--- src/rtl/core/srwr_ram.sv ---
// Generic single-write, single-read synchronous RAM with registered read data.
// No dependencies.
`timescale 1ns / 1ps
`default_nettype none
module srwr_ram #(
	parameter int WIDTH = 8,
	parameter int DEPTH = 16,
	localparam int AW = (DEPTH > 1) ? $clog2(DEPTH) : 1
) (
	input  wire logic                     clk,
	input  wire logic                     wr_en,
	input  wire logic [AW-1:0]            wr_addr,
	input  wire logic [WIDTH-1:0]         wr_data,
	input  wire logic                     rd_en,
	input  wire logic [AW-1:0]            rd_addr,
	output      logic [WIDTH-1:0]         rd_data
);
	logic [WIDTH-1:0] mem_q [DEPTH];

	always_ff @(posedge clk) begin
		if (wr_en) begin
			mem_q[wr_addr] <= wr_data;
		end
		if (rd_en) begin
			rd_data <= mem_q[rd_addr];
		end
	end
endmodule
`default_nettype wire

--- config.mk ---
export PLATFORM = sky130hd
export DESIGN_NAME = srwr_ram
export DESIGN_NICKNAME = d
export VERILOG_FILES = /design/src/rtl/core/srwr_ram.sv
export SDC_FILE = /design/constraint.sdc
export NUM_CORES = 1
export LEC_CHECK = 0
export ABC_AREA = 0
export ABC_CLOCK_PERIOD_IN_PS = 1900
export BUFFER_PORTS_ARGS = -buffer_cell sky130_fd_sc_hd__buf_2
export CORE_MARGIN = 2
export CORE_UTILIZATION = 50
export DETAILED_ROUTE_END_ITERATION = 7
export GPL_TIMING_DRIVEN = 0
export MAX_ROUTING_LAYER = met4
export PLACE_DENSITY = 0.78
export SLEW_MARGIN = 20
export SYNTH_ARGS = -nofsm -noshare
export SYNTH_HDL_FRONTEND = slang
export SYNTH_SLANG_ARGS = --single-unit
--- constraint.sdc ---
create_clock -name clk -period 1.9 [get_ports clk]
set_input_delay 0.38 -clock clk [delete_from_list [all_inputs] [get_ports clk]]
set_output_delay 0.38 -clock clk [all_outputs]
set_load 0.1 [all_outputs]
== After elaboration in Yosys (flattened, before gate mapping) ==
Memory sizes are Yosys's and may differ from the RTL's. A register that Yosys moved wholly into a read port is not among the register bits.
Cells that the tools add are included.
Widths: inputs -> output; s select.
Cells by class
  multiplexer cells: 2
Operators with widths (count)
  $mux 1: 2
Word-level totals
  flip-flop bits (word level): 0
  memory bits (writable): 128
  input bits: 19
  output and inout bits: 8
  memories: 1
Memory list
  mem_q: words 16, bits a word 8, rd ports 1, clocked after memory_dff 1, wr ports 1, line 18  | logic [WIDTH-1:0] mem_q [DEPTH];

== Depth between registers and ports, before layout ==
  word-level depth: 2
  depth in mapped cells: 5
  mapped depth without buffers: 3

== Least setup slack after synthesis ==
Ideal clock, no wire load.
  kind: input to register
  start: input port wr_addr[2]
  end: memory mem_q[0][0] (enable)
  library setup time: 0.383 ns
  data arrival time: 1.490 ns
  data required time: 1.517 ns
  slack: 0.027 ns
  cell stages on the path: 2
  cells stage by stage: or3b_2 nor3_1
RTL lines
  start, declared: line 12  | input wire logic [AW-1:0] wr_addr,
  end, declared: line 18
No word-level cell before the write port.

== Final worst setup path ==
  start: register rd_data[0] (read register of mem_q)
  end: output port rd_data[0]
RTL lines
  start, declared: line 16  | output logic [WIDTH-1:0] rd_data
No word-level cell between the ends.

==> flow_summary.yaml <==
outcome:
  outcome: "finished clean"
grt:
  grt_pass1_wl_um: 14860
  grt_usage_pct: 19.80
  grt_max_degree: 17
  grt_pass1_vias: 2491
  antenna_found_initial: 0
  overflow: 0
timing:
  fin_skew_ns: 0.009906
  slew_violations: 0
  min_period_ns: 1.644
  rsz0062_at_grt: "false"
  worst_slack_ns: 0.2561
  setup_viol: 0
  hold_viol_final: 0
  finalCritPeriodShare_pct: 86.52
  setup-tns-final_ns: 0
  tightest_slew_ns: 0.8058
  max_freq_mhz: 608.3
  slew_headroom_pct: 46.08
layout:
  drive_above_1_share_pct: 29.82
  multi_input_comb_area_um2: 1077
  regArea_um2: 4084
  num_antenna_cells: 0
  final_common_cell: "edfxtp_1"
  fill_cells: 719
  area_delta_synth_final_pct: 16.23
  fin_nets: 292
  layout_common_cells: "edfxtp_1, buf_2, mux4_2, a22oi_1, clkbuf_16"
clocking:
  clockRootBuffer: "clkbuf_8"
  htreeDepth: 4
  cts_buffers: 17
  clk_latency_ns: 0.52
  clk_pin_slew_ns: 0.06
  cts_tree: "yes"
  cts_setup_buffers: 0
  cts_resized: 0
  cts_buffer_depth: 2
  cts_hold_buf: 0
  cts_sinks: 136
synth:
  yosysSeqAreaShare_pct: 78.12
  synthDistinctLibCells: 18
  syn_avg_cell_area_um2: 22.83
  postSynthCellCount: 229
  synth.net_count: 248
  syn-cell-area_um2: 5228
  yosysTopAreaCellShare_pct: 78.12
  ys_ff_latch: 136
  yosysWarningCount: 0
  yosys-top-cells-area: "edfxtp_1, mux4_2, mux4_1"
  synth_top_cell_by_area: "edfxtp_1"
power:
  pwr-share-seq_pct: 50.2
  combPwrFrac_pct: 6.2
  p_leak_nw: 2.028
  clkPwrFrac_pct: 43.6
  p_per_area_nw_per_um2: 1114
  switching_power_w: 0.001421
  swShare_pct: 20.99
  p_int_w: 0.005348
  vdd_drop_max_uv: 695.8
  finalPower_w: 0.006769
floorplanning:
  rows: 37
  dieWidth_um: 106.3
  dieArea_um2: 11290
  core_area_um2: 10230
  start_util_pct: 51.09
  die_h_um: 106.3
  io_pins: 27
setup_path:
  path_cells: "buf_2"
  cp.required_ns: 1.52
  cp.depth: 1
  worstPathMaxFanout: 1
  slowest_delay_ns: 0.42
  reg2reg_depth: 3
  critPathBufInv: 1
  arrival_ns: 1.26
  worst_setup_path_end_kind: "output port"
  start_kind: "register"
  critPathTopFamily: "buffers and inverters"
  critPathKind: "register to output port"
  cp_slowest_cell: "buf_2"
min_path:
  hp-class: "input port to register"
  whs_path_depth: 1
placed_design:
  dp_slack_ns: -0.2007
  gp_congestion: 0.7463
  io_buffer_count: 25
  dp_hpwl_um: 6079
route:
  vias: 2412
  avgRoutedWirePerCell_um: 22.84
  antenna_left: 0
  vias_per_cell: 5.729
  wl_um: 9614
  dr.pass1.iters: 5
  drcViolationCount: 0
  dr.first_iter.drc_count: 236
job:
  cap_viol_max_count: 0
-- layout make-up --
| type | count | share of cell area (%) |
|---|---|---|
| repair buffers | 25 | 2.059 |
| clock buffers | 20 | 7.002 |
| well taps | 136 | 2.801 |
| multi-input cells | 83 | 17.73 |
| plain buffers | 10 | 1.421 |
| flip-flops and latches | 136 | 67.22 |
| clock inverters | 11 | 1.771 |
-- flip-flops by register name, summed over array words and instances, names as in the netlist --
signal and cells:
mem_q 128, rd_data 8
-- routing by layer --
layer	global-route usage, %	wire [um]	vias to the layer above	share of wire, %
li1	-	-	1076	-
met4	7.425	93	0	0.97
met2	29.95	4720	113	49
met5	-	0	-	0
met3	5.150	814	10	8.5
met1	26.38	3985	1213	41
-- power by group through the flow --
stage               combinational [W]  sequential [W]  clock (W)
floorplan                    0.000171         0.00356          0
global placement             0.000408         0.00345          0
detailed placement           0.000422         0.00346          0
CTS                          0.000424         0.00340    0.00300
global route                 0.000449         0.00340    0.00312
finish                       0.000419         0.00340    0.00295
-- cells by family (layout without fill, tap and decap cells) --
family                 Yosys count  in the layout  share of synthesized area, %
AND/OR/NAND/NOR                 35             35                         3.136
flip-flops                     136            136                         78.12
AO/OA/AOI/OAI                   16             16                         2.298
buffers and inverters           10             66                         1.651
multiplexers                    32             32                         14.79
-- metrics by stage --
| step | utilization, % | hold slack, ns | cells | cell area [um^2] |
|---|---|---|---|---|
| floorplan | - | 0.4789 | 229 | 5228 |
| global placement | 53.98 | 0.7157 | 390 | 5523 |
| detailed placement | 54.18 | 0.7387 | 390 | 5543 |
| CTS | 59.39 | 0.1792 | 421 | 6076 |
| global route | 59.39 | 0.1905 | 421 | 6076 |
| finish | 59.39 | 0.2002 | 421 | 6076 |
-- synth_stat cells --
| master | instances |
|---|---|
| nor3_1 | 4 |
| buf_6 | 3 |
| buf_2 | 3 |
| mux4_1 | 14 |
| and2b_1 | 1 |
| nor2b_1 | 1 |
| and2_1 | 1 |
| nand3b_1 | 2 |
| nor2_1 | 13 |
| nand2_1 | 9 |
| nand3_1 | 1 |
| nand2b_1 | 2 |
| buf_4 | 1 |
| or3b_2 | 1 |
| clkdlybuf4s25_2 | 3 |
| edfxtp_1 | 136 |
| a22oi_1 | 16 |
| mux4_2 | 18 |
-- final timing paths --
check | startpoint | to | slack [ns]
max reg2reg | mem_q[3][7]$_DFFE_PP_ | rd_data[7]$_DFFE_PP_ | 0.36
min | rd_en | rd_data[1]$_DFFE_PP_ | 0.20
max | rd_data[0]$_DFFE_PP_ | rd_data[0] | 0.26
min reg2reg | mem_q[11][3]$_DFFE_PP_ | rd_data[3]$_DFFE_PP_ | 0.75
Note: power is estimated with default switching activity, not from simulation.
