[config.mk]
export PLATFORM = sky130hd
export DESIGN_NAME = srwr_scan_flat
export DESIGN_NICKNAME = d
export VERILOG_FILES = /design/src/rtl/core/srwr_pkg.sv /design/src/rtl/core/srwr_req_if.sv /design/src/rtl/core/srwr_scan.sv /design/src/flat_wrapper.sv
export SDC_FILE = /design/constraint.sdc
export NUM_CORES = 1
export LEC_CHECK = 0
export BUFFER_PORTS_ARGS = -buffer_cell sky130_fd_sc_hd__buf_2
export CAP_MARGIN = 20
export CORE_AREA = 2 2 238 240
export CTS_CLUSTER_DIAMETER = 50
export DETAILED_ROUTE_END_ITERATION = 8
export DIE_AREA = 0 0 240 242
export GPL_ROUTABILITY_DRIVEN = 0
export MAX_ROUTING_LAYER = met4
export PLACE_DENSITY_LB_ADDON = 0.15
export SETUP_SLACK_MARGIN = 0.2
export SKIP_CTS_REPAIR_TIMING = 1
export SYNTH_ARGS = -nofsm -noshare
export SYNTH_HDL_FRONTEND = slang
export SYNTH_SLANG_ARGS = --single-unit
[constraint.sdc]
create_clock -name clk -period 13 [get_ports clk]
set_clock_uncertainty 0.15 [all_clocks]
set_input_delay 0.65 -clock clk [delete_from_list [all_inputs] [get_ports clk]]
set_output_delay 0.65 -clock clk [all_outputs]
set_load 0.01 [all_outputs]
[src/rtl/core/srwr_pkg.sv]
// Shared types and codes for the secret region wipe registry.
// No dependencies; the other RTL files but srwr_ram refer to it by scoped names, the testbench imports it.
`timescale 1ns / 1ps
`default_nettype none
package srwr_pkg;
	localparam int SLOT_COUNT  = 64;
	localparam int LENGTH_BITS = 48;
	localparam int ADDR_BITS   = 64;
	localparam int WORD_BITS   = 32;
	localparam int IDX_W       = (SLOT_COUNT > 1) ? $clog2(SLOT_COUNT) : 1;
	localparam int CNT_W       = $clog2(SLOT_COUNT + 1);

	localparam logic [1:0] CMD_REGISTER   = 2'd0;
	localparam logic [1:0] CMD_UNREGISTER = 2'd1;
	localparam logic [1:0] CMD_FAULT      = 2'd2;

	localparam logic [1:0] COND_FREE   = 2'd0;
	localparam logic [1:0] COND_READY  = 2'd2;
	localparam logic [1:0] COND_WIPING = 2'd3;

	localparam logic [2:0] ST_OK        = 3'd0;
	localparam logic [2:0] ST_INVALID   = 3'd1;
	localparam logic [2:0] ST_ALREADY   = 3'd2;
	localparam logic [2:0] ST_BUSY      = 3'd3;
	localparam logic [2:0] ST_FULL      = 3'd4;
	localparam logic [2:0] ST_NOT_FOUND = 3'd5;
	localparam logic [2:0] ST_HANDLED   = 3'd6;

	typedef struct packed {
		logic [1:0]             cond;
		logic [ADDR_BITS-1:0]   addr;
		logic [LENGTH_BITS-1:0] len;
	} slot_t;

	localparam int SLOT_W = $bits(slot_t);

	typedef struct packed {
		logic [2:0]                  status;
		logic                        wipe_valid;
		logic [ADDR_BITS-1:0]        wipe_address;
		logic [LENGTH_BITS-1:0]      wipe_size;
		logic [WORD_BITS-1:0]        fault_site;
		logic signed [WORD_BITS-1:0] fault_errno;
		logic                        last;
	} res_t;
endpackage
`default_nettype wire

[src/rtl/core/srwr_req_if.sv]
// Command channel of the registry: valid/ready plus one command item.
// Depends on srwr_pkg for field widths.
`timescale 1ns / 1ps
`default_nettype none
interface srwr_req_if;
	logic                                  valid;
	logic                                  ready;
	logic [1:0]                            cmd;
	logic [srwr_pkg::ADDR_BITS-1:0]        region_address;
	logic [srwr_pkg::LENGTH_BITS-1:0]      region_size;
	logic [srwr_pkg::WORD_BITS-1:0]        fault_site_in;
	logic signed [srwr_pkg::WORD_BITS-1:0] fault_errno_in;

	modport source (output valid, cmd, region_address, region_size, fault_site_in,
		fault_errno_in, input ready);
	modport sink (input valid, cmd, region_address, region_size, fault_site_in,
		fault_errno_in, output ready);
endinterface
`default_nettype wire

[src/rtl/core/srwr_scan.sv]
// Command sequencer: walks the slot memory at most once per command, read-modify-write.
// Depends on srwr_pkg and srwr_req_if; drives the slot RAM and the output register.
`timescale 1ns / 1ps
`default_nettype none
module srwr_scan (
	input  wire logic                          clk,
	input  wire logic                          arst_n,
	srwr_req_if.sink                           req,
	output      logic                          rd_en,
	output      logic [srwr_pkg::IDX_W-1:0]    rd_addr,
	input  wire logic [srwr_pkg::SLOT_W-1:0]   rd_data,
	output      logic                          wr_en,
	output      logic [srwr_pkg::IDX_W-1:0]    wr_addr,
	output      logic [srwr_pkg::SLOT_W-1:0]   wr_data,
	output      logic                          push,
	output      srwr_pkg::res_t                res,
	input  wire logic                          out_free
);
	localparam logic [1:0] S_IDLE = 2'd0;
	localparam logic [1:0] S_SCAN = 2'd1;
	localparam logic [1:0] S_RESP = 2'd2;

	localparam logic [srwr_pkg::CNT_W-1:0] CNT_END = srwr_pkg::CNT_W'(srwr_pkg::SLOT_COUNT);

	logic [1:0]                            state_q;
	logic [srwr_pkg::CNT_W-1:0]            iss_q;
	logic                                  v_s1;
	logic [srwr_pkg::IDX_W-1:0]            idx_s1;
	logic                                  free_found_q;
	logic [srwr_pkg::IDX_W-1:0]            free_idx_q;
	logic                                  hold_v_q;
	logic [srwr_pkg::ADDR_BITS-1:0]        hold_addr_q;
	logic [srwr_pkg::LENGTH_BITS-1:0]      hold_len_q;
	logic                                  hook_q;
	logic                                  fault_latched_q;
	logic [srwr_pkg::SLOT_COUNT-1:0]       valid_q;
	logic [2:0]                            status_q;
	logic [1:0]                            cmd_q;
	logic [srwr_pkg::ADDR_BITS-1:0]        addr_q;
	logic [srwr_pkg::LENGTH_BITS-1:0]      size_q;
	logic [srwr_pkg::WORD_BITS-1:0]        site_q;
	logic signed [srwr_pkg::WORD_BITS-1:0] errno_q;

	srwr_pkg::slot_t slot;
	logic [1:0]      cond;
	logic            hit;
	logic            in_scan;
	logic            eval;
	logic            ready_hit;
	logic            stall;
	logic            abort;
	logic            adv;
	logic            scan_end;
	logic            accept;
	logic            scan_push;
	logic            resp_push;
	logic            fin_write;

	assign slot     = srwr_pkg::slot_t'(rd_data);
	assign cond     = valid_q[idx_s1] ? slot.cond : srwr_pkg::COND_FREE;
	assign hit      = (cond == srwr_pkg::COND_READY || cond == srwr_pkg::COND_WIPING)
		&& slot.addr == addr_q;
	assign in_scan  = state_q == S_SCAN;
	assign eval     = in_scan && v_s1;
	assign ready_hit = eval && cmd_q == srwr_pkg::CMD_FAULT && cond == srwr_pkg::COND_READY;
	assign stall    = ready_hit && hold_v_q && !out_free;
	assign abort    = eval && cmd_q != srwr_pkg::CMD_FAULT && hit;
	assign adv      = in_scan && !stall && !abort;
	assign scan_end = in_scan && !v_s1 && iss_q == CNT_END;
	assign accept   = req.valid && req.ready;

	assign req.ready = state_q == S_IDLE;

	assign rd_en   = adv && iss_q < CNT_END;
	assign rd_addr = iss_q[srwr_pkg::IDX_W-1:0];

	assign fin_write = scan_end && cmd_q == srwr_pkg::CMD_REGISTER && free_found_q;

	always_comb begin
		wr_en   = 1'b0;
		wr_addr = idx_s1;
		wr_data = {srwr_pkg::COND_WIPING, slot.addr, slot.len};
		if (ready_hit && !stall) begin
			wr_en = 1'b1;
		end else if (fin_write) begin
			wr_en   = 1'b1;
			wr_addr = free_idx_q;
			wr_data = {srwr_pkg::COND_READY, addr_q, size_q};
		end
	end

	assign scan_push = ready_hit && hold_v_q && out_free;
	assign resp_push = state_q == S_RESP && out_free;
	assign push      = scan_push || resp_push;

	always_comb begin
		if (scan_push) begin
			res.status       = srwr_pkg::ST_OK;
			res.wipe_valid   = 1'b1;
			res.wipe_address = hold_addr_q;
			res.wipe_size    = hold_len_q;
			res.fault_site   = site_q;
			res.fault_errno  = errno_q;
			res.last         = 1'b0;
		end else begin
			res.status       = status_q;
			res.wipe_valid   = hold_v_q;
			res.wipe_address = hold_v_q ? hold_addr_q : '0;
			res.wipe_size    = hold_v_q ? hold_len_q : '0;
			res.fault_site   = hook_q ? site_q : '0;
			res.fault_errno  = hook_q ? errno_q : '0;
			res.last         = 1'b1;
		end
	end

	always_ff @(posedge clk or negedge arst_n) begin
		if (!arst_n) begin
			state_q         <= S_IDLE;
			iss_q           <= '0;
			v_s1            <= 1'b0;
			free_found_q    <= 1'b0;
			hold_v_q        <= 1'b0;
			hook_q          <= 1'b0;
			fault_latched_q <= 1'b0;
			valid_q         <= '0;
		end else begin
			unique case (state_q)
				S_IDLE: begin
					if (accept) begin
						iss_q        <= '0;
						v_s1         <= 1'b0;
						free_found_q <= 1'b0;
						hold_v_q     <= 1'b0;
						hook_q       <= 1'b0;
						unique case (req.cmd)
							srwr_pkg::CMD_REGISTER: begin
								state_q <= (req.region_address == '0 || req.region_size == '0)
									? S_RESP : S_SCAN;
							end
							srwr_pkg::CMD_UNREGISTER: begin
								state_q <= (req.region_address == '0) ? S_RESP : S_SCAN;
							end
							srwr_pkg::CMD_FAULT: begin
								state_q <= fault_latched_q ? S_RESP : S_SCAN;
							end
							default: begin
								state_q <= S_RESP;
							end
						endcase
					end
				end
				S_SCAN: begin
					if (adv) begin
						if (rd_en) begin
							iss_q <= iss_q + srwr_pkg::CNT_W'(1);
							v_s1  <= 1'b1;
						end else begin
							v_s1 <= 1'b0;
						end
					end
					if (eval && !stall && !abort) begin
						if (cmd_q == srwr_pkg::CMD_REGISTER && cond == srwr_pkg::COND_FREE
							&& !free_found_q) begin
							free_found_q <= 1'b1;
						end
						if (ready_hit) begin
							hold_v_q <= 1'b1;
						end
					end
					if (abort) begin
						v_s1    <= 1'b0;
						state_q <= S_RESP;
						if (cmd_q == srwr_pkg::CMD_UNREGISTER && cond == srwr_pkg::COND_READY) begin
							valid_q[idx_s1] <= 1'b0;
						end
					end
					if (scan_end) begin
						state_q <= S_RESP;
						if (fin_write) begin
							valid_q[free_idx_q] <= 1'b1;
						end
						if (cmd_q == srwr_pkg::CMD_FAULT) begin
							fault_latched_q <= 1'b1;
							hook_q          <= 1'b1;
						end
					end
				end
				S_RESP: begin
					if (out_free) begin
						state_q  <= S_IDLE;
						hold_v_q <= 1'b0;
						hook_q   <= 1'b0;
					end
				end
				default: begin
					state_q <= S_IDLE;
				end
			endcase
		end
	end

	always_ff @(posedge clk) begin
		if (accept) begin
			cmd_q   <= req.cmd;
			addr_q  <= req.region_address;
			size_q  <= req.region_size;
			site_q  <= req.fault_site_in;
			errno_q <= req.fault_errno_in;
			priority if (req.cmd == srwr_pkg::CMD_FAULT && fault_latched_q) begin
				status_q <= srwr_pkg::ST_HANDLED;
			end else begin
				status_q <= srwr_pkg::ST_INVALID;
			end
		end
		if (adv && rd_en) begin
			idx_s1 <= iss_q[srwr_pkg::IDX_W-1:0];
		end
		if (eval && !stall && !abort && cmd_q == srwr_pkg::CMD_REGISTER
			&& cond == srwr_pkg::COND_FREE && !free_found_q) begin
			free_idx_q <= idx_s1;
		end
		if (ready_hit && !stall) begin
			hold_addr_q <= slot.addr;
			hold_len_q  <= slot.len;
		end
		if (abort) begin
			priority if (cond == srwr_pkg::COND_WIPING) begin
				status_q <= srwr_pkg::ST_BUSY;
			end else if (cmd_q == srwr_pkg::CMD_REGISTER) begin
				status_q <= srwr_pkg::ST_ALREADY;
			end else begin
				status_q <= srwr_pkg::ST_OK;
			end
		end
		if (scan_end) begin
			priority if (cmd_q == srwr_pkg::CMD_FAULT) begin
				status_q <= srwr_pkg::ST_OK;
			end else if (cmd_q == srwr_pkg::CMD_UNREGISTER) begin
				status_q <= srwr_pkg::ST_NOT_FOUND;
			end else if (free_found_q) begin
				status_q <= srwr_pkg::ST_OK;
			end else begin
				status_q <= srwr_pkg::ST_FULL;
			end
		end
	end
endmodule
`default_nettype wire

[src/flat_wrapper.sv]
// flat-port wrapper written by rule: the top's interface ports become plain ports
module srwr_scan_flat 
  (clk, arst_n, rd_en, rd_addr, rd_data, wr_en, wr_addr, wr_data, push, res, out_free, req_valid, req_cmd, req_region_address, req_region_size, req_fault_site_in, req_fault_errno_in, req_ready);
  srwr_req_if req_i ();
  input  wire logic clk;
  input  wire logic arst_n;
  output      logic rd_en;
  output      logic [srwr_pkg::IDX_W-1:0] rd_addr;
  input  wire logic [srwr_pkg::SLOT_W-1:0] rd_data;
  output      logic wr_en;
  output      logic [srwr_pkg::IDX_W-1:0] wr_addr;
  output      logic [srwr_pkg::SLOT_W-1:0] wr_data;
  output      logic push;
  output      srwr_pkg::res_t res;
  input  wire logic out_free;
  input wire logic [$bits(req_i.valid)-1:0] req_valid;
  input wire logic [$bits(req_i.cmd)-1:0] req_cmd;
  input wire logic [$bits(req_i.region_address)-1:0] req_region_address;
  input wire logic [$bits(req_i.region_size)-1:0] req_region_size;
  input wire logic [$bits(req_i.fault_site_in)-1:0] req_fault_site_in;
  input wire logic [$bits(req_i.fault_errno_in)-1:0] req_fault_errno_in;
  output wire logic [$bits(req_i.ready)-1:0] req_ready;
  assign req_i.valid = req_valid;
  assign req_i.cmd = req_cmd;
  assign req_i.region_address = req_region_address;
  assign req_i.region_size = req_region_size;
  assign req_i.fault_site_in = req_fault_site_in;
  assign req_i.fault_errno_in = req_fault_errno_in;
  assign req_ready = req_i.ready;
  srwr_scan u_core (.clk(clk), .arst_n(arst_n), .req(req_i), .rd_en(rd_en), .rd_addr(rd_addr), .rd_data(rd_data), .wr_en(wr_en), .wr_addr(wr_addr), .wr_data(wr_data), .push(push), .res(res), .out_free(out_free));
endmodule
# After elaboration in Yosys (flattened, before gate mapping)
# Index checks and enable logic that the tools add are counted.
word_totals:
  reg_bits: 383
  output_inout_bits: 311
  word_cells: 164
op_classes:
  order_cmp: 5
  muxes: 60
  reduce_logical: 55
  n_eq_ne: 22
  addsub: 1
  bitwise: 3
ops:
  columns: ["operator", "count"]
  rows:
  - ["$mux W64", 6]
  - ["$mux W181", 1]
  - ["$mux W114", 1]
  - ["$mux W113", 1]
  - ["$and A64 B64 Y64", 1]
  - ["$eq A64 B64 Y1", 1]
  - ["$logic_not A64 Y1", 1]
  - ["$mux W32", 2]
  - ["$not A64 Y64", 1]
  - ["$or A64 B64 Y64", 1]
  - ["$logic_not A48 Y1", 1]
  - ["$mux W48", 1]
  - ["$logic_and A1 B1 Y1", 31]
  - ["$mux W3", 8]
  - ["$mux W7", 3]
  - ["$mux W2", 9]
  - ["$ne A2 B2 Y1 const B", 9]
  - ["$mux W1", 16]
  - ["$lt A6 B7 Y1 const B", 2]
  - ["$pmux W7 S2", 1]
  - ["$demux W1 S6", 2]
  - ["$ge A6 B1 Y1 const B", 2]
  - ["$mux W6", 2]
  - ["$pmux W2 S3", 2]
  - ["18 further kinds", 41]

# Depth between registers and ports, before layout
depth:
  depth_word: 15
  ltp_mapped: 14
  mapped_depth_nobuf: 10

# Least setup slack after synthesis
# No wires, ideal clock.
synth_timing:
  path_kind: "register -> output"
  from: "register u_core.idx_s1[1] in the netlist's numbering"
  to: "output wr_en"
  slack_ns: 4.733
  t_arrival_ns: 7.467
  required_time_ns: 12.200
  stages_incl_launch_ff: 10
  cell_sequence: "edfxtp_1 buf_2 buf_2 mux4_2 nand2_1 a311oi_1 nor4_4 nor2b_1 nor2b_1 nand2b_1"
synth_between:
  elab_chain_len: 10
synth_rtl:
  columns: ["element", "line", "source"]
  rows:
  - ["start: declaration", "srwr_scan.sv:28", "logic [srwr_pkg::IDX_W-1:0] idx_s1;"]
  - ["start signal: assignment", "srwr_scan.sv:216", "idx_s1 <= iss_q[srwr_pkg::IDX_W-1:0];"]
  - ["$bmux W1 S6 *", "srwr_scan.sv:60", "assign cond = valid_q[idx_s1] ? slot.cond : srwr_pkg::COND_FREE;"]
  - ["$mux W1 (implied by the code) *", "srwr_scan.sv:60", null]
  - ["$mux W2 *", "srwr_scan.sv:60", null]
  - ["$eq A2 B2 Y1 *", "srwr_scan.sv:65", "assign ready_hit = eval && cmd_q == srwr_pkg::CMD_FAULT && cond == srwr_pkg::COND_READY;"]
  - ["$logic_and A1 B1 Y1 *", "srwr_scan.sv:65", null]
  - ["$logic_and A1 B1 Y1 (2 in series)", "srwr_scan.sv:66", "assign stall = ready_hit && hold_v_q && !out_free;"]
  - ["$logic_not A1 Y1", "srwr_scan.sv:83", "if (ready_hit && !stall) begin"]
  - ["$logic_and A1 B1 Y1 *", "srwr_scan.sv:83", null]
  - ["$mux W1 *", "srwr_scan.sv:83", null]
  - ["end: declaration", "flat_wrapper.sv:10", "output logic wr_en;"]
# Mark *: on every way between the ends. The rest lies on a longest branch, timed or not. The select of a mux whose other input is x is not followed.

==> impl_metrics.json <==
{
  "status": "finished clean",
  "crit_buf_inv": 2,
  "path_cells": "nor2b_1 > a221o_1 > o2bb2ai_1 > a221o_1 > nor4_4 > nor2b_1 > a31oi_4 > buf_4 > nor2b_1 > buf_2",
  "tns_ns": 0,
  "crit_cells": 10,
  "relSlewSlack_pct": 23.4,
  "switching_share_pct": 30.7,
  "ant_nets": 0,
  "cts_buffers": 52,
  "setup_viol": 0,
  "finalCritPeriodShare_pct": 43.1,
  "synth_top_area_share_pct": 52.8,
  "drtPass1Iterations": 7,
  "cts_tree": "done",
  "rsz0062_at_grt": "no",
  "synth_edf_count": 305,
  "rr_endpoint": "u_core.hold_len_q[5]",
  "syn_avg_cell_area_um2": 11.3,
  "clockBufferDepth": 3,
  "drive_above_1_share_pct": 33.7,
  "grt_max_degree": 127,
  "ys.flop_type": "edfxtp_1",
  "die_w_um": 240,
  "via_per_inst": 4.89,
  "drv_cap": 0,
  "wl_met1_um": 27600,
  "crit_slowest_cell": "edfxtp_1",
  "period_minus_slack_ns": 5.61,
  "wl_per_cell_um": 23.5,
  "drt_iter0_drc": 938,
  "core-area_um2": 55700,
  "utilization_pct": 41.1,
  "yosysTopAreaCell": "edfxtp_1",
  "clock_power_share_pct": 38.3,
  "routed_wl_um": 68700,
  "endpoint_kind": "output port",
  "r2r_slack_ns": 8.00,
  "slew_violations": 0,
  "antenna_found_initial": 8,
  "final_nets": 2420,
  "post-synth-top-count-cell": "nand2_1",
  "insertion_delay_ns": 0.60,
  "crit_path_frequent_cell": "nor2b_1",
  "critPathArrivalTime_ns": 4.81,
  "ir_worst_vdd_mv": 0.107,
  "ys_async_sr_fraction_pct": 20.4,
  "internal_power_mw": 2.62,
  "clk_pin_slew_ns": 0.06,
  "powerDensity_nw_per_um2": 165,
  "setup.worst_path.start": "u_core.idx_s1[1]",
  "ys_top_cells_by_area": "edfxtp_1, dfrtp_1, nand2_1",
  "worstSetupPathType": "reg2out",
  "cts.sinks": 383,
  "tightestPinTransition_ns": 1.15,
  "portBuffers": 605,
  "pin_count": 607,
  "dieArea_um2": 58100,
  "synth-seq-area-share_pct": 64.1,
  "initial_utilization_pct": 31.1,
  "htreeDepth": 2,
  "critical-path-top-delay-family": "compound AO/OA/AOI/OAI gates",
  "syn2layout_area_growth_pct": 32.1,
  "combPwrFrac_pct": 18.8,
  "post-dp-hpwl_um": 52300,
  "reg2reg_from": "u_core.idx_s1[1]",
  "synthTopCellsByCount": "nand2_1, edfxtp_1, and2_1, dfrtp_1, nor2b_1",
  "dr_wl_met3_um": 4960,
  "fmax_mhz": 178,
  "top_layer": "met4",
  "hold_viol": 0,
  "ys_ff_latch": 383,
  "met2WireLength_um": 34700,
  "cp_max_fo": 64,
  "die_y_um": 242,
  "p_leak_nw": 9.55,
  "grt_overflow_total": 0,
  "hold_class": "in2reg",
  "grt_usage_pct": 23.8,
  "synth_cell_types": 65,
  "hp-start": "req_fault_errno_in[21]",
  "grt_pass1_wl_um": 98000,
  "yosysWarnings": 0,
  "worstSetupStartpointType": "register",
  "row_count": 87,
  "grt_pass1_vias": 14200,
  "rr_worst_depth": 9,
  "drc": 0,
  "syn_nets": 1827,
  "syn_inst": 1529,
  "finalPower_mw": 3.79,
  "vias": 14300,
  "cp.required_ns": 12.20,
  "seqPwrFrac_pct": 42.8,
  "cp_slowest_stage_delay_ns": 1.02,
  "root_buffer": "clkbuf_16",
  "synth_area_um2": 17300,
  "p_sw_mw": 1.16,
  "crit_end": "res[45]"
}
## placed cells by master, fill, tap and decap left out, drive strengths merged, types with 9 or more instances in the layout
cell type / n
buf: 620
nand2: 444
edfxtp: 305
and2: 117
dfrtp: 78
nor2b: 77
clkbuf: 65
o31ai: 58
o21ai: 47
xor2: 46
nor4: 42
nor2: 37
inv: 28
nand3: 20
nand4: 14
nand2b: 12
clkinv: 12
mux2i: 11
xnor2: 11
nor3: 9
## layout make-up
class,count,area [um^2]
Antenna cell,6,15.0
Clock buffer,65,1460
Clock inverter,33,319
Fill cell,5621,32800
Inverter,18,77.6
Multi-Input combinational cell,1046,5800
Sequential cell,383,11100
Tap cell,756,946
Timing Repair Buffer,621,3190
## power groups by stage
stage | logic, mW | registers (mW) | clock network, mW
2_1_floorplan | 0.440 | 1.60 | 0
6_report | 0.713 | 1.62 | 1.45
3_3_place_gp | 0.688 | 1.66 | 0
4_1_cts | 0.695 | 1.64 | 1.48
5_1_grt | 0.772 | 1.64 | 1.53
3_5_place_dp | 0.692 | 1.67 | 0
## stage by stage
step / setup WS (ns) / area [um^2] / instances / hold WS [ns]
after global routing: 7.03 / 22900 / 2928 / 0.0433
after detailed placement: 7.92 / 21100 / 2821 / 0.325
final: 7.39 / 22900 / 2928 / 0.0769
after CTS: 7.34 / 22800 / 2919 / 0.0426
after global placement: 8.16 / 21000 / 2818 / 0.327
after floorplan: 4.73 / 17300 / 1529 / 0.204
## logic make-up (layout without fill, tap and decap cells)
group,after synthesis,count (layout),synth area share (%)
other,1,7,0.0216
adders and majority gates,2,2,0.144
buffers and inverters,100,737,2.55
AOI/OAI and AO/OA,160,160,6.40
muxes,20,20,1.61
xor gates and xnor gates,57,57,2.88
and+or+nand+nor,806,806,22.3
DFF,383,383,64.1
## flip-flops by register name (all words and copies together), names as in the netlist, 3 cells and up
signal and flops:
u_core.hold_len_q 48, u_core.valid_q 64, u_core.idx_s1 6, u_core.hold_addr_q 64, u_core.addr_q 64, u_core.status_q 3, u_core.size_q 48, u_core.free_idx_q 6
u_core.site_q 32, u_core.errno_q 32, u_core.iss_q 7
## worst min path at each step
stage	end	slack (ns)	cells after the start
6_report	u_core.errno_q[21]	0.08	1
5_1_grt	u_core.errno_q[21]	0.04	1
4_1_cts	u_core.errno_q[21]	0.04	1
3_5_place_dp	u_core.fault_latched_q	0.33	2
3_3_place_gp	u_core.fault_latched_q	0.33	2
2_1_floorplan	u_core.fault_latched_q	0.20	0
## metal layers
metal / vias to the layer above / track usage [%]
met1: 7090 / 29.2
met5: - / -
met2: 565 / 39.9
met4: 0 / 5.50
met3: 85 / 5.31
li1: 6568 / -
Power figures use the tool's default switching activity.
